## src/b64d_pkg.sv

```systemverilog
// Shared types and constants for the base64url stream decoder.
// No dependencies; used by every module under src.
`timescale 1ns / 1ps

package b64d_pkg;

  localparam logic [7:0] CHAR_PAD = 8'h3d;  // '='

  // One queue entry: the results caused by one input item.
  // data holds up to three bytes, the first to leave in [23:16].
  typedef struct packed {
    logic [23:0] data;
    logic [1:0]  cnt;         // number of results, 1..3
    logic        byte_valid;
    logic        bad;
    logic        last;
  } b64d_entry_t;

  typedef struct packed {
    logic        valid;
    b64d_entry_t entry;
  } b64d_head_t;

  // {invalid, value}: value is 0 for characters outside the alphabet.
  function automatic logic [6:0] sym_value(input logic [7:0] s);
    logic [6:0] r;
    begin
      r = 7'h40;
      if (s inside {[8'h41:8'h5a]}) begin
        r = {1'b0, 6'(s - 8'h41)};
      end else if (s inside {[8'h61:8'h7a]}) begin
        r = {1'b0, 6'(s - 8'h61 + 8'd26)};
      end else if (s inside {[8'h30:8'h39]}) begin
        r = {1'b0, 6'(s - 8'h30 + 8'd52)};
      end else if (s == 8'h2d) begin
        r = {1'b0, 6'd62};
      end else if (s == 8'h5f) begin
        r = {1'b0, 6'd63};
      end
      return r;
    end
  endfunction

endpackage

```

## src/b64d_front.sv

```systemverilog
// Front end: accepts characters, tracks group and message state, and
// pushes one entry per item that causes results. Depends on b64d_pkg.
`timescale 1ns / 1ps

module b64d_front (
  input  logic                  clk,
  input  logic                  rst,
  input  logic                  in_valid,
  output logic                  in_ready,
  input  logic [7:0]            symbol,
  input  logic                  final_symbol,
  input  logic                  full,
  output logic                  push,
  output b64d_pkg::b64d_entry_t entry
);
  import b64d_pkg::*;

  logic [1:0]  group_fill, group_fill_next;
  logic [17:0] sextet_accumulator, sextet_accumulator_next;
  logic        group_has_invalid, group_has_invalid_next;
  logic        padding_seen, padding_seen_next;
  logic        error_latched, error_latched_next;

  logic        accept;
  logic [6:0]  sv;
  logic [5:0]  v;
  logic        inv;

  assign in_ready = !full;
  assign accept   = in_valid && !full;
  assign sv       = sym_value(symbol);
  assign inv      = sv[6];
  assign v        = sv[5:0];

  always_comb begin
    logic [1:0]  f;
    logic [17:0] a;
    logic        gi, ps, el, have;
    f    = group_fill;
    a    = sextet_accumulator;
    gi   = group_has_invalid;
    ps   = padding_seen;
    el   = error_latched;
    have = 1'b0;
    entry = '0;

    if (!el && !ps) begin
      if (symbol == CHAR_PAD) begin
        ps = 1'b1;
      end else if (f == 2'd3) begin
        have = 1'b1;
        if (gi || inv) begin
          el = 1'b1;
          entry.cnt = 2'd1;
          entry.bad = 1'b1;
        end else begin
          entry.data       = {a, v};
          entry.cnt        = 2'd3;
          entry.byte_valid = 1'b1;
        end
        f  = 2'd0;
        a  = '0;
        gi = 1'b0;
      end else begin
        a  = {a[11:0], v};
        f  = f + 2'd1;
        gi = gi | inv;
      end
    end

    if (final_symbol) begin
      if (!el && f >= 2'd2) begin
        have = 1'b1;
        if (gi) begin
          el = 1'b1;
          entry.cnt = 2'd1;
          entry.bad = 1'b1;
        end else if (f == 2'd2) begin
          entry.data       = {a[11:4], 16'h0000};
          entry.cnt        = 2'd1;
          entry.byte_valid = 1'b1;
        end else begin
          entry.data       = {a[17:10], a[9:2], 8'h00};
          entry.cnt        = 2'd2;
          entry.byte_valid = 1'b1;
        end
      end
      if (!have) begin
        entry.cnt = 2'd1;
        entry.bad = el;
      end
      have       = 1'b1;
      entry.last = 1'b1;
      f  = 2'd0;
      a  = '0;
      gi = 1'b0;
      ps = 1'b0;
      el = 1'b0;
    end

    push                    = accept && have;
    group_fill_next         = f;
    sextet_accumulator_next = a;
    group_has_invalid_next  = gi;
    padding_seen_next       = ps;
    error_latched_next      = el;
  end

  always_ff @(posedge clk) begin
    if (rst) begin
      group_fill         <= '0;
      sextet_accumulator <= '0;
      group_has_invalid  <= 1'b0;
      padding_seen       <= 1'b0;
      error_latched      <= 1'b0;
    end else if (accept) begin
      group_fill         <= group_fill_next;
      sextet_accumulator <= sextet_accumulator_next;
      group_has_invalid  <= group_has_invalid_next;
      padding_seen       <= padding_seen_next;
      error_latched      <= error_latched_next;
    end
  end

`ifndef ASSERT_OFF
  a_empty_group_clear: assert property (@(posedge clk) disable iff (rst)
    group_fill == 2'd0 |-> sextet_accumulator == '0 && !group_has_invalid)
    else $error("empty group holds data");
  a_final_clears: assert property (@(posedge clk) disable iff (rst)
    accept && final_symbol |=> group_fill == 2'd0 && !padding_seen && !error_latched)
    else $error("message state kept past final item");
  a_final_pushes: assert property (@(posedge clk) disable iff (rst)
    accept && final_symbol |-> push && entry.last)
    else $error("final item gave no end result");
`endif

endmodule

```

## src/b64d_queue.sv

```systemverilog
// Short entry queue between front and back end.
// Depends on b64d_pkg for the entry type.
`timescale 1ns / 1ps

module b64d_queue #(
  parameter int DEPTH = 4
) (
  input  logic                  clk,
  input  logic                  rst,
  input  logic                  push,
  input  b64d_pkg::b64d_entry_t push_entry,
  input  logic                  pop,
  output logic                  full,
  output b64d_pkg::b64d_head_t  head
);
  import b64d_pkg::*;

  localparam int PW = (DEPTH > 1) ? $clog2(DEPTH) : 1;
  localparam int CW = $clog2(DEPTH + 1);
  localparam logic [PW-1:0] LAST_PTR = PW'(DEPTH - 1);
  localparam logic [CW-1:0] FULL_CNT = CW'(DEPTH);

  b64d_entry_t   slots [DEPTH];
  logic [PW-1:0] wr_ptr, rd_ptr;
  logic [CW-1:0] count;

  assign full       = count == FULL_CNT;
  assign head.valid = count != '0;
  assign head.entry = slots[rd_ptr];

  always_ff @(posedge clk) begin
    if (push) begin
      slots[wr_ptr] <= push_entry;
    end
  end

  always_ff @(posedge clk) begin
    if (rst) begin
      wr_ptr <= '0;
      rd_ptr <= '0;
      count  <= '0;
    end else begin
      if (push) begin
        wr_ptr <= (wr_ptr == LAST_PTR) ? '0 : wr_ptr + 1'b1;
      end
      if (pop) begin
        rd_ptr <= (rd_ptr == LAST_PTR) ? '0 : rd_ptr + 1'b1;
      end
      if (push && !pop) begin
        count <= count + 1'b1;
      end else if (pop && !push) begin
        count <= count - 1'b1;
      end
    end
  end

`ifndef ASSERT_OFF
  a_no_overflow: assert property (@(posedge clk) disable iff (rst)
    push |-> !full || pop)
    else $error("push into full queue");
  a_no_underflow: assert property (@(posedge clk) disable iff (rst)
    pop |-> head.valid)
    else $error("pop from empty queue");
  a_count_range: assert property (@(posedge clk) disable iff (rst)
    count <= FULL_CNT)
    else $error("queue count out of range");
`endif

endmodule

```

## src/b64d_back.sv

```systemverilog
// Back end: unpacks queue entries into single results and holds them
// in the output register. Depends on b64d_pkg.
`timescale 1ns / 1ps

module b64d_back (
  input  logic                 clk,
  input  logic                 rst,
  input  b64d_pkg::b64d_head_t head,
  output logic                 pop,
  output logic                 out_valid,
  input  logic                 out_ready,
  output logic [7:0]           data_byte,
  output logic                 byte_valid,
  output logic                 message_end,
  output logic                 bad_symbol
);
  import b64d_pkg::*;

  logic [1:0] idx;
  logic       load;
  logic       at_last;
  logic [7:0] sel_byte;

  assign load    = head.valid && (!out_valid || out_ready);
  assign at_last = idx == head.entry.cnt - 2'd1;
  assign pop     = load && at_last;

  always_comb begin
    case (idx)
      2'd0:    sel_byte = head.entry.data[23:16];
      2'd1:    sel_byte = head.entry.data[15:8];
      default: sel_byte = head.entry.data[7:0];
    endcase
  end

  always_ff @(posedge clk) begin
    if (rst) begin
      idx       <= '0;
      out_valid <= 1'b0;
    end else begin
      if (load) begin
        out_valid <= 1'b1;
        idx       <= at_last ? 2'd0 : idx + 2'd1;
      end else if (out_ready) begin
        out_valid <= 1'b0;
      end
    end
  end

  always_ff @(posedge clk) begin
    if (load) begin
      data_byte   <= sel_byte;
      byte_valid  <= head.entry.byte_valid;
      bad_symbol  <= head.entry.bad;
      message_end <= head.entry.last && at_last;
    end
  end

`ifndef ASSERT_OFF
  a_idx_in_entry: assert property (@(posedge clk) disable iff (rst)
    head.valid |-> idx < head.entry.cnt)
    else $error("result index beyond entry");
  a_idx_idle: assert property (@(posedge clk) disable iff (rst)
    !head.valid |-> idx == 2'd0)
    else $error("index left set with empty queue");
  a_hold_stall: assert property (@(posedge clk) disable iff (rst)
    out_valid && !out_ready |=> out_valid &&
      $stable({data_byte, byte_valid, message_end, bad_symbol}))
    else $error("output item changed while stalled");
`endif

endmodule

```

## src/base64url_stream_decoder.sv

```systemverilog
// Base64url stream decoder, top level.
// Channels: slave side takes one character per item (tdata = symbol, tlast marks
// the last character of a message). Master side gives one result per item:
// tdata = decoded byte, tuser[0] = byte valid, tuser[1] = bad symbol,
// tlast = message end. Every message ends with exactly one result with tlast.
// Four characters give three bytes; a 2- or 3-character tail gives one or two
// bytes; the first '=' ends decoding for the message. An invalid character (but
// not in a 1-character tail) gives one result with tuser = 2'b10; input is then
// dropped until message end, and the consumer discards that message's bytes
// when the end result has tuser[1]. Throughput: one character per cycle while
// the queue is not full; the back end drains one result per cycle while the
// receiver is ready, and a group of four characters yields three results.
// The first result of an item is written into the entry queue and then loaded
// into the output register that drives m_axis_tvalid.
// The entry queue (QUEUE_DEPTH entries) absorbs bursts of up to three results
// per item; s_axis_tready drops only while it is full.
// When the receiver stalls, the output register holds its item and the queue
// fills, then input stalls. Reset clears all message state and empties the queue.
// Depends on b64d_pkg, b64d_front, b64d_queue, b64d_back.
`timescale 1ns / 1ps

module base64url_stream_decoder #(
  parameter int QUEUE_DEPTH = 4
) (
  input  logic       clk,
  input  logic       rst,
  input  logic       s_axis_tvalid,
  output logic       s_axis_tready,
  input  logic [7:0] s_axis_tdata,   // [7:0] symbol
  input  logic       s_axis_tlast,
  output logic       m_axis_tvalid,
  input  logic       m_axis_tready,
  output logic [7:0] m_axis_tdata,   // [7:0] data_byte
  output logic [1:0] m_axis_tuser,   // [0] byte_valid, [1] bad_symbol
  output logic       m_axis_tlast
);
  import b64d_pkg::*;

  logic        full;
  logic        push;
  logic        pop;
  b64d_entry_t entry;
  b64d_head_t  head;

  b64d_front u_front (
    .clk          (clk),
    .rst          (rst),
    .in_valid     (s_axis_tvalid),
    .in_ready     (s_axis_tready),
    .symbol       (s_axis_tdata),
    .final_symbol (s_axis_tlast),
    .full         (full),
    .push         (push),
    .entry        (entry)
  );

  b64d_queue #(
    .DEPTH (QUEUE_DEPTH)
  ) u_queue (
    .clk        (clk),
    .rst        (rst),
    .push       (push),
    .push_entry (entry),
    .pop        (pop),
    .full       (full),
    .head       (head)
  );

  b64d_back u_back (
    .clk         (clk),
    .rst         (rst),
    .head        (head),
    .pop         (pop),
    .out_valid   (m_axis_tvalid),
    .out_ready   (m_axis_tready),
    .data_byte   (m_axis_tdata),
    .byte_valid  (m_axis_tuser[0]),
    .message_end (m_axis_tlast),
    .bad_symbol  (m_axis_tuser[1])
  );

endmodule
```

## config.mk

```make
export PLATFORM = sky130hd
export DESIGN_NAME = base64url_stream_decoder
export DESIGN_NICKNAME = d
export VERILOG_FILES = /design/src/b64d_pkg.sv /design/src/b64d_front.sv /design/src/b64d_queue.sv /design/src/b64d_back.sv /design/src/base64url_stream_decoder.sv
export SDC_FILE = /design/constraint.sdc
export NUM_CORES = 1
export LEC_CHECK = 0
export CAP_MARGIN = 15
export CORE_MARGIN = 4
export CORE_UTILIZATION = 57
export CTS_CLUSTER_DIAMETER = 40
export DETAILED_ROUTE_END_ITERATION = 8
export DONT_BUFFER_PORTS = 1
export PLACE_DENSITY = 0.8
export SYNTH_ARGS = -nofsm -noshare
export SYNTH_HDL_FRONTEND = slang
export SYNTH_SLANG_ARGS = --single-unit
```

## constraint.sdc

```tcl
create_clock -name clk -period 2.8 [get_ports clk]
set_input_delay 0 -clock clk [delete_from_list [all_inputs] [get_ports clk]]
set_output_delay 0 -clock clk [all_outputs]
set_load 0.1 [all_outputs]
```

# Word level (Yosys, flattened, before mapping)
# Memories as Yosys holds them, arrays and structs flattened. A register that Yosys moved wholly into a read port is not among the register bits.
# Index checks and enable logic that the tools add are counted.
totals:
  regBits: 44
  latchBits: 0
  ramBits: 116
  rom_bits: 0
  input_bits: 13
  word_cells: 137
  memories: 1
op_classes:
  n_addsub: 12
  mul: 0
  n_div: 0
  magnitude_cmp: 7
  n_eq_ne: 11
  shifts: 0
  mux: 61
  n_bitwise: 1
  reduce_logical: 29
mem_list:
  columns: ["memory", "depth", "word_bits", "rd", "rd_ports_with_merged_regs", "write_ports", "line_no", "text"]
  rows:
  - ["u_queue.slots", 4, 29, 1, 1, 1, "b64d_queue.sv:23", "b64d_entry_t slots [DEPTH];"]
ops:
  columns: ["cell", "n"]
  rows:
  - ["$mux 28", 4]
  - ["$mux 18", 4]
  - ["$mux 24", 2]
  - ["$mux 7", 5]
  - ["$mux 1", 29]
  - ["$mux 29", 1]
  - ["$mux 27", 1]
  - ["$mux 2", 12]
  - ["$eq 8x6->1 const B", 2]
  - ["$ge 8x7->1 const B", 2]
  - ["$le 8x7->1 const B", 2]
  - ["$pmux 8 s2", 1]
  - ["$logic_and 1x1->1", 12]
  - ["$sub 6x6->6 const B", 2]
  - ["$add 2x1->2 const B", 4]
  - ["$eq 2x2->1 const B", 4]
  - ["$eq 8x7->1 const B", 1]
  - ["$ge 8x6->1 const B", 1]
  - ["$le 8x6->1 const B", 1]
  - ["$reduce_bool 2->1", 4]
  - ["$logic_not 1->1", 7]
  - ["$add 6x5->6 const B", 1]
  - ["$add 6x6->6 const B", 1]
  - ["$mux 3", 2]
  - ["14 further kinds", 16]

# Logic depth before layout (Yosys ltp)
depth:
  depth_word: 17
  mapped_depth: 14
  mapped_depth_nobuf: 13

# By module
# A second synthesis with hierarchy kept.
hier_totals:
  cells_unflattened: 541
  area_unflattened_um2: 7495.9
modules_own_cells:
  columns: ["mod", "n_inst", "cells_each", "area_each_um2", "seq_area_each_um2"]
  rows:
  - ["b64d_queue", 1, 195, 4634.4, 3663.5]
  - ["b64d_front", 1, 285, 2183.3, 460.4]
  - ["b64d_back", 1, 61, 678.2, 390.4]

# Least setup slack after synthesis
# Ideal clock, no wire load.
synth_timing:
  path_type: "register to register"
  startpoint: "reg u_queue.count[0]"
  endpoint: "reg u_queue.count[2]"
  setup_ps: 70
  t_arrival_ps: 2763
  required_time_ps: 2730
  path_slack_ps: -33
  path_stages_with_launch: 10
  path_cell_list: "dfxtp_1 > or3b_2 > nand2_1 > nor2_1 > ha_1 > inv_1 > fa_1 > xor2_1 > or3_1 > a21oi_1"
synth_between:
  elab_chain_cells: 7
  elab_cells_between_ends: 16
  classes_between: "add/sub (2); eq/ne (1); mux (2); reduce/logical (11)"
synth_rtl:
  columns: ["item", "line_no", "text"]
  rows:
  - ["start: declaration", "b64d_queue.sv:25", "logic [CW-1:0] count;"]
  - ["start signal: assignment", "b64d_queue.sv:50", "count <= count + 1'b1;"]
  - ["start signal: assignment", "b64d_queue.sv:52", "count <= count - 1'b1;"]
  - ["$eq 3x3->1 (*)", "b64d_queue.sv:27", "assign full = count == FULL_CNT;"]
  - ["$logic_not 1->1 (*)", null, null]
  - ["named net s_axis_tready", "base64url_stream_decoder.sv:28", "output logic s_axis_tready,"]
  - ["$logic_and 1x1->1 (*)", "b64d_front.sv:30", "assign accept = in_valid && !full;"]
  - ["$logic_and 1x1->1 (*)", "b64d_front.sv:101", "push = accept && have;"]
  - ["named net push", "base64url_stream_decoder.sv:40", "logic push;"]
  - ["$logic_not 1->1", "b64d_queue.sv:51", "end else if (pop && !push) begin"]
  - ["$logic_and 1x1->1", "b64d_queue.sv:51", null]
  - ["$reduce_bool 2->1 (no line)", null, null]
# The timed path passes the listed nets; every way through them passes the cells marked *. The select of a mux whose other input is x is not followed.
# A chain may end at the register's enable or synchronous reset.

==> flow_metrics.env <==
export IMPL_grt_ovfl_total=0
export IMPL_cts_root_buffer="clkbuf_16"
export IMPL_synth_seq_cells=162
export IMPL_layout_setup_ws_ns=0.1478
export IMPL_use_met2=0.3472
export IMPL_cts_sinks=162
export IMPL_placed_cells=656
export IMPL_antenna_found_initial=0
export IMPL_hold_end="u_back.idx[1]$_SDFFE_PP0P_"
export IMPL_yosysWarnings=0
export IMPL_rr_endpoint="u_queue.count[2]$_SDFFE_PP0P_"
export IMPL_clk_latency_ns=0.43
export IMPL_cts_buffers_inserted=17
export IMPL_synth_edf_count=127
export IMPL_slew_violations=0
export IMPL_rows=40
export IMPL_num_vias=4424
export IMPL_power_density_nw_per_um2=903.2
export IMPL_critical_path_cell_chain="mux4_2 -> xnor2_2 -> nand2_1 -> o22ai_1 -> nand2_2 -> ha_4 -> inv_1 -> fa_1 -> xor2_1 -> or3_1 -> a21oi_1"
export IMPL_synth_seq_area_share=0.6237
export IMPL_max_cap_viol_count=0
export IMPL_synth_cells=499
export IMPL_synth_area_um2=7238
export IMPL_finalWirelength_um=14860
export IMPL_ys_top_cells_by_area="edfxtp_1 (53%), dfxtp_1 (9.7%), mux4_2 (9.0%), ha_1 (3.1%), a22oi_1 (2.3%)"
export IMPL_io_pins=26
export IMPL_h_tree_depth=4
export IMPL_grt_pass1_wl_um=23810
export IMPL_grt_setup_unrepaired="no"
export IMPL_ant_nets=0
export IMPL_path_class="register to register"
export IMPL_final_cell_count_no_fill=696
export IMPL_grt_pass1_vias=4322
export IMPL_seqCellArea_um2=4518
export IMPL_synth_nets=531
export IMPL_post_place_ws_ns=-0.008239
export IMPL_worstSetupEndpointType="register"
export IMPL_total_power_w=0.007410
export IMPL_first_iter_violations=461
export IMPL_wire_per_inst_um=21.35
export IMPL_cpPeakStageDelay_ns=0.53
export IMPL_synthArstFlopShare=0
export IMPL_worst_setup_path_start_kind="register"
export IMPL_reg2reg_depth=11
export IMPL_status="completed"
export IMPL_post_synth_top_area_cell="edfxtp_1"
export IMPL_cts_buffer_depth=2
export IMPL_io_buffers=0
export IMPL_crit_required_ns=3.17
export IMPL_fmax_mhz=377.0
export IMPL_grt_util_met1=0.2837
export IMPL_worstPathArrival_ns=3.02
export IMPL_slew_limit_headroom=0.3927
export IMPL_fin_crit_sh=0.9472
export IMPL_viasPerCell=6.356
export IMPL_die_area_um2=14560
export IMPL_r2r_slack_ns=0.15
export IMPL_worst_slew_pin_slew_ns=0.9128
export IMPL_hold_start="m_axis_tready"
export IMPL_areaGrowthSynthToFinish_pct=13.34
export IMPL_firstDrtPassIters=8
export IMPL_synth_top_area_share=0.5269
export IMPL_crit_fanout=4
export IMPL_ir_drop_mv=0.4653
export IMPL_die_x_um=120.7
export IMPL_holdPathStages=4
export IMPL_hold_ws_ns=0.03269
export IMPL_hold_path_class="input pin to register"
export IMPL_core_area_um2=12210
export IMPL_fin_crit_ns=2.652
export IMPL_path_clk_slew_ns=0.07
export IMPL_multiInputGateArea_um2=2547
export IMPL_slowest_stage="mux4_2"
export IMPL_num_antenna_cells=0
export IMPL_place_hpwl_um=8939
export IMPL_top_usage_layer="met2"
export IMPL_start_util=0.5927
export IMPL_gp_congestion=0.9026
export IMPL_setup_viol=0
export IMPL_die_h_um=120.7
export IMPL_p_leak_nw=2.766
export IMPL_grt_max_degree=34
export IMPL_synth_ff_type="edfxtp_1"
export IMPL_hold_viol=0
export IMPL_cts_tree="built"
export IMPL_grtUsageTotal=0.2177
export IMPL_post_route_drc_count=0
export IMPL_ys_types=67
export IMPL_drive_above_1_share=0.1894
export IMPL_grtUsageMet3=0.05893
export IMPL_fin_worst_skew_ns=0.009710
export IMPL_finalSetupTns_ns=0
export IMPL_avgSynthCellArea_um2=14.51
export IMPL_num_fill_cells=831
export IMPL_fin_nets=547
-- logic make-up after synthesis --
| family | Yosys count | synth area share |
|---|---|---|
| flip-flops | 162 | 0.6237 |
| AO/OA/AOI/OAI | 109 | 0.1150 |
| buffers and inverters | 47 | 0.02904 |
| multiplexers | 39 | 0.1049 |
| XOR/XNOR | 7 | 0.008470 |
| AND/OR/NAND/NOR | 116 | 0.08505 |
| adder cells (fa/ha/maj) | 19 | 0.03388 |
-- where the power goes --
group / switching, W / internal [W] / leakage (nW)
combinational: 0.000811 / 0.000623 / 1.05
clock: 0.000951 / 0.00141 / 0.284
sequential: 0.000730 / 0.00288 / 1.44
total: 0.00249 / 0.00492 / 2.77
-- metal layers --
metal,vias to the layer above,routed length (µm)
li1,1979,-
met1,2203,6066
met2,211,7431
met3,31,1017
met4,0,342
met5,-,0
-- registers in the layout, summed over array words and instances, names as in the netlist, named ones only --
| name | flops |
|---|---|
| u_front.group_has_invalid | 1 |
| u_queue.wr_ptr | 2 |
| u_front.sextet_accumulator | 18 |
| u_queue.rd_ptr | 2 |
| u_back.message_end | 1 |
| u_back.bad_symbol | 1 |
| u_back.out_valid | 1 |
| u_back.idx | 2 |
| u_front.padding_seen | 1 |
| u_queue.slots | 116 |
| u_back.byte_valid | 1 |
| u_front.error_latched | 1 |
| u_back.data_byte | 8 |
| u_queue.count | 3 |
| u_front.group_fill | 2 |
-- cell type report --
cell class,count,share of cell area
sequential,162,0.5507
multi-input combinational,290,0.3105
clock buffer,18,0.05231
timing repair buffer,25,0.03050
tap,168,0.02562
clock inverter,14,0.02166
inverter,19,0.008693
-- repair_timing --
item,4_1_cts,5_1_grt
resized for setup,1,4
setup endpoints to repair,1,1
gates cloned,0,0
buffers inserted,0,2
pin swaps,0,1
endpoints found under the hold margin,47,0
hold buffers,6,0
-- worst max path at each step --
stage | depth (start not counted) | start | end
global placement | 10 | register | u_queue.count[2]$_SDFFE_PP0P_
finish | 11 | register | u_queue.count[2]$_SDFFE_PP0P_
floorplan | 9 | u_back.out_valid$_SDFFE_PP0P_ | u_queue.count[2]$_SDFFE_PP0P_
CTS | 11 | register | u_queue.count[2]$_SDFFE_PP0P_
detailed placement | 10 | register | u_queue.count[2]$_SDFFE_PP0P_
global route | 11 | u_queue.slots[3][4]$_DFFE_PP_ | u_queue.count[2]$_SDFFE_PP0P_
-- cells in the final DEF, fill, tap and decap left out, drive strengths merged, types with 7 or more instances in the layout --
| cell type | netlist | routed |
|---|---|---|
| mux4 | 29 | 29 |
| nor2 | 43 | 43 |
| a21oi | 18 | 18 |
| and2 | 7 | 7 |
| mux2i | 8 | 8 |
| nand2 | 14 | 14 |
| edfxtp | 127 | 127 |
| a221o | 8 | 8 |
| inv | 19 | 24 |
| ha | 18 | 18 |
| o2bb2ai | 9 | 9 |
| clkbuf | 18 | 18 |
| nor3 | 8 | 8 |
| a22oi | 22 | 22 |
| nor2b | 13 | 13 |
| o21ai | 15 | 15 |
| dfxtp | 35 | 35 |
| buf | 10 | 20 |
-- synth_stat cells (4+ instances only) --
cell	number
clkbuf_1	17
and2_1	7
a21oi_1	18
a221o_1	8
a21o_1	5
nor2_1	43
ha_1	18
a22oi_1	22
mux2i_1	8
edfxtp_1	127
o2bb2ai_1	9
dfxtp_1	35
inv_1	19
and3_1	6
nand2b_1	5
nand2_1	14
nor3_1	7
o21ai_0	14
mux4_2	29
nor2b_1	13
xor2_1	4
a22o_1	5
-- critical path: cells and delay by family (launching register included) --
kind | cells | cell delay, ns
muxes | 1 | 0.53
and+or+nand+nor | 3 | 0.53
adders and majority gates | 2 | 0.52
DFF | 1 | 0.37
xor gates and xnor gates | 2 | 0.34
AOI/OAI and AO/OA | 2 | 0.25
buffers and inverters | 1 | 0.04
-- per-stage QoR --
step / cell area (µm²) / util
3_5_place_dp: 7487 / 0.6131
4_1_cts: 8172 / 0.6692
2_1_floorplan: 7243 / -
3_3_place_gp: 7487 / 0.6131
6_report: 8204 / 0.6718
5_1_grt: 8204 / 0.6718
No activity file was read; power rests on OpenSTA's default activity.
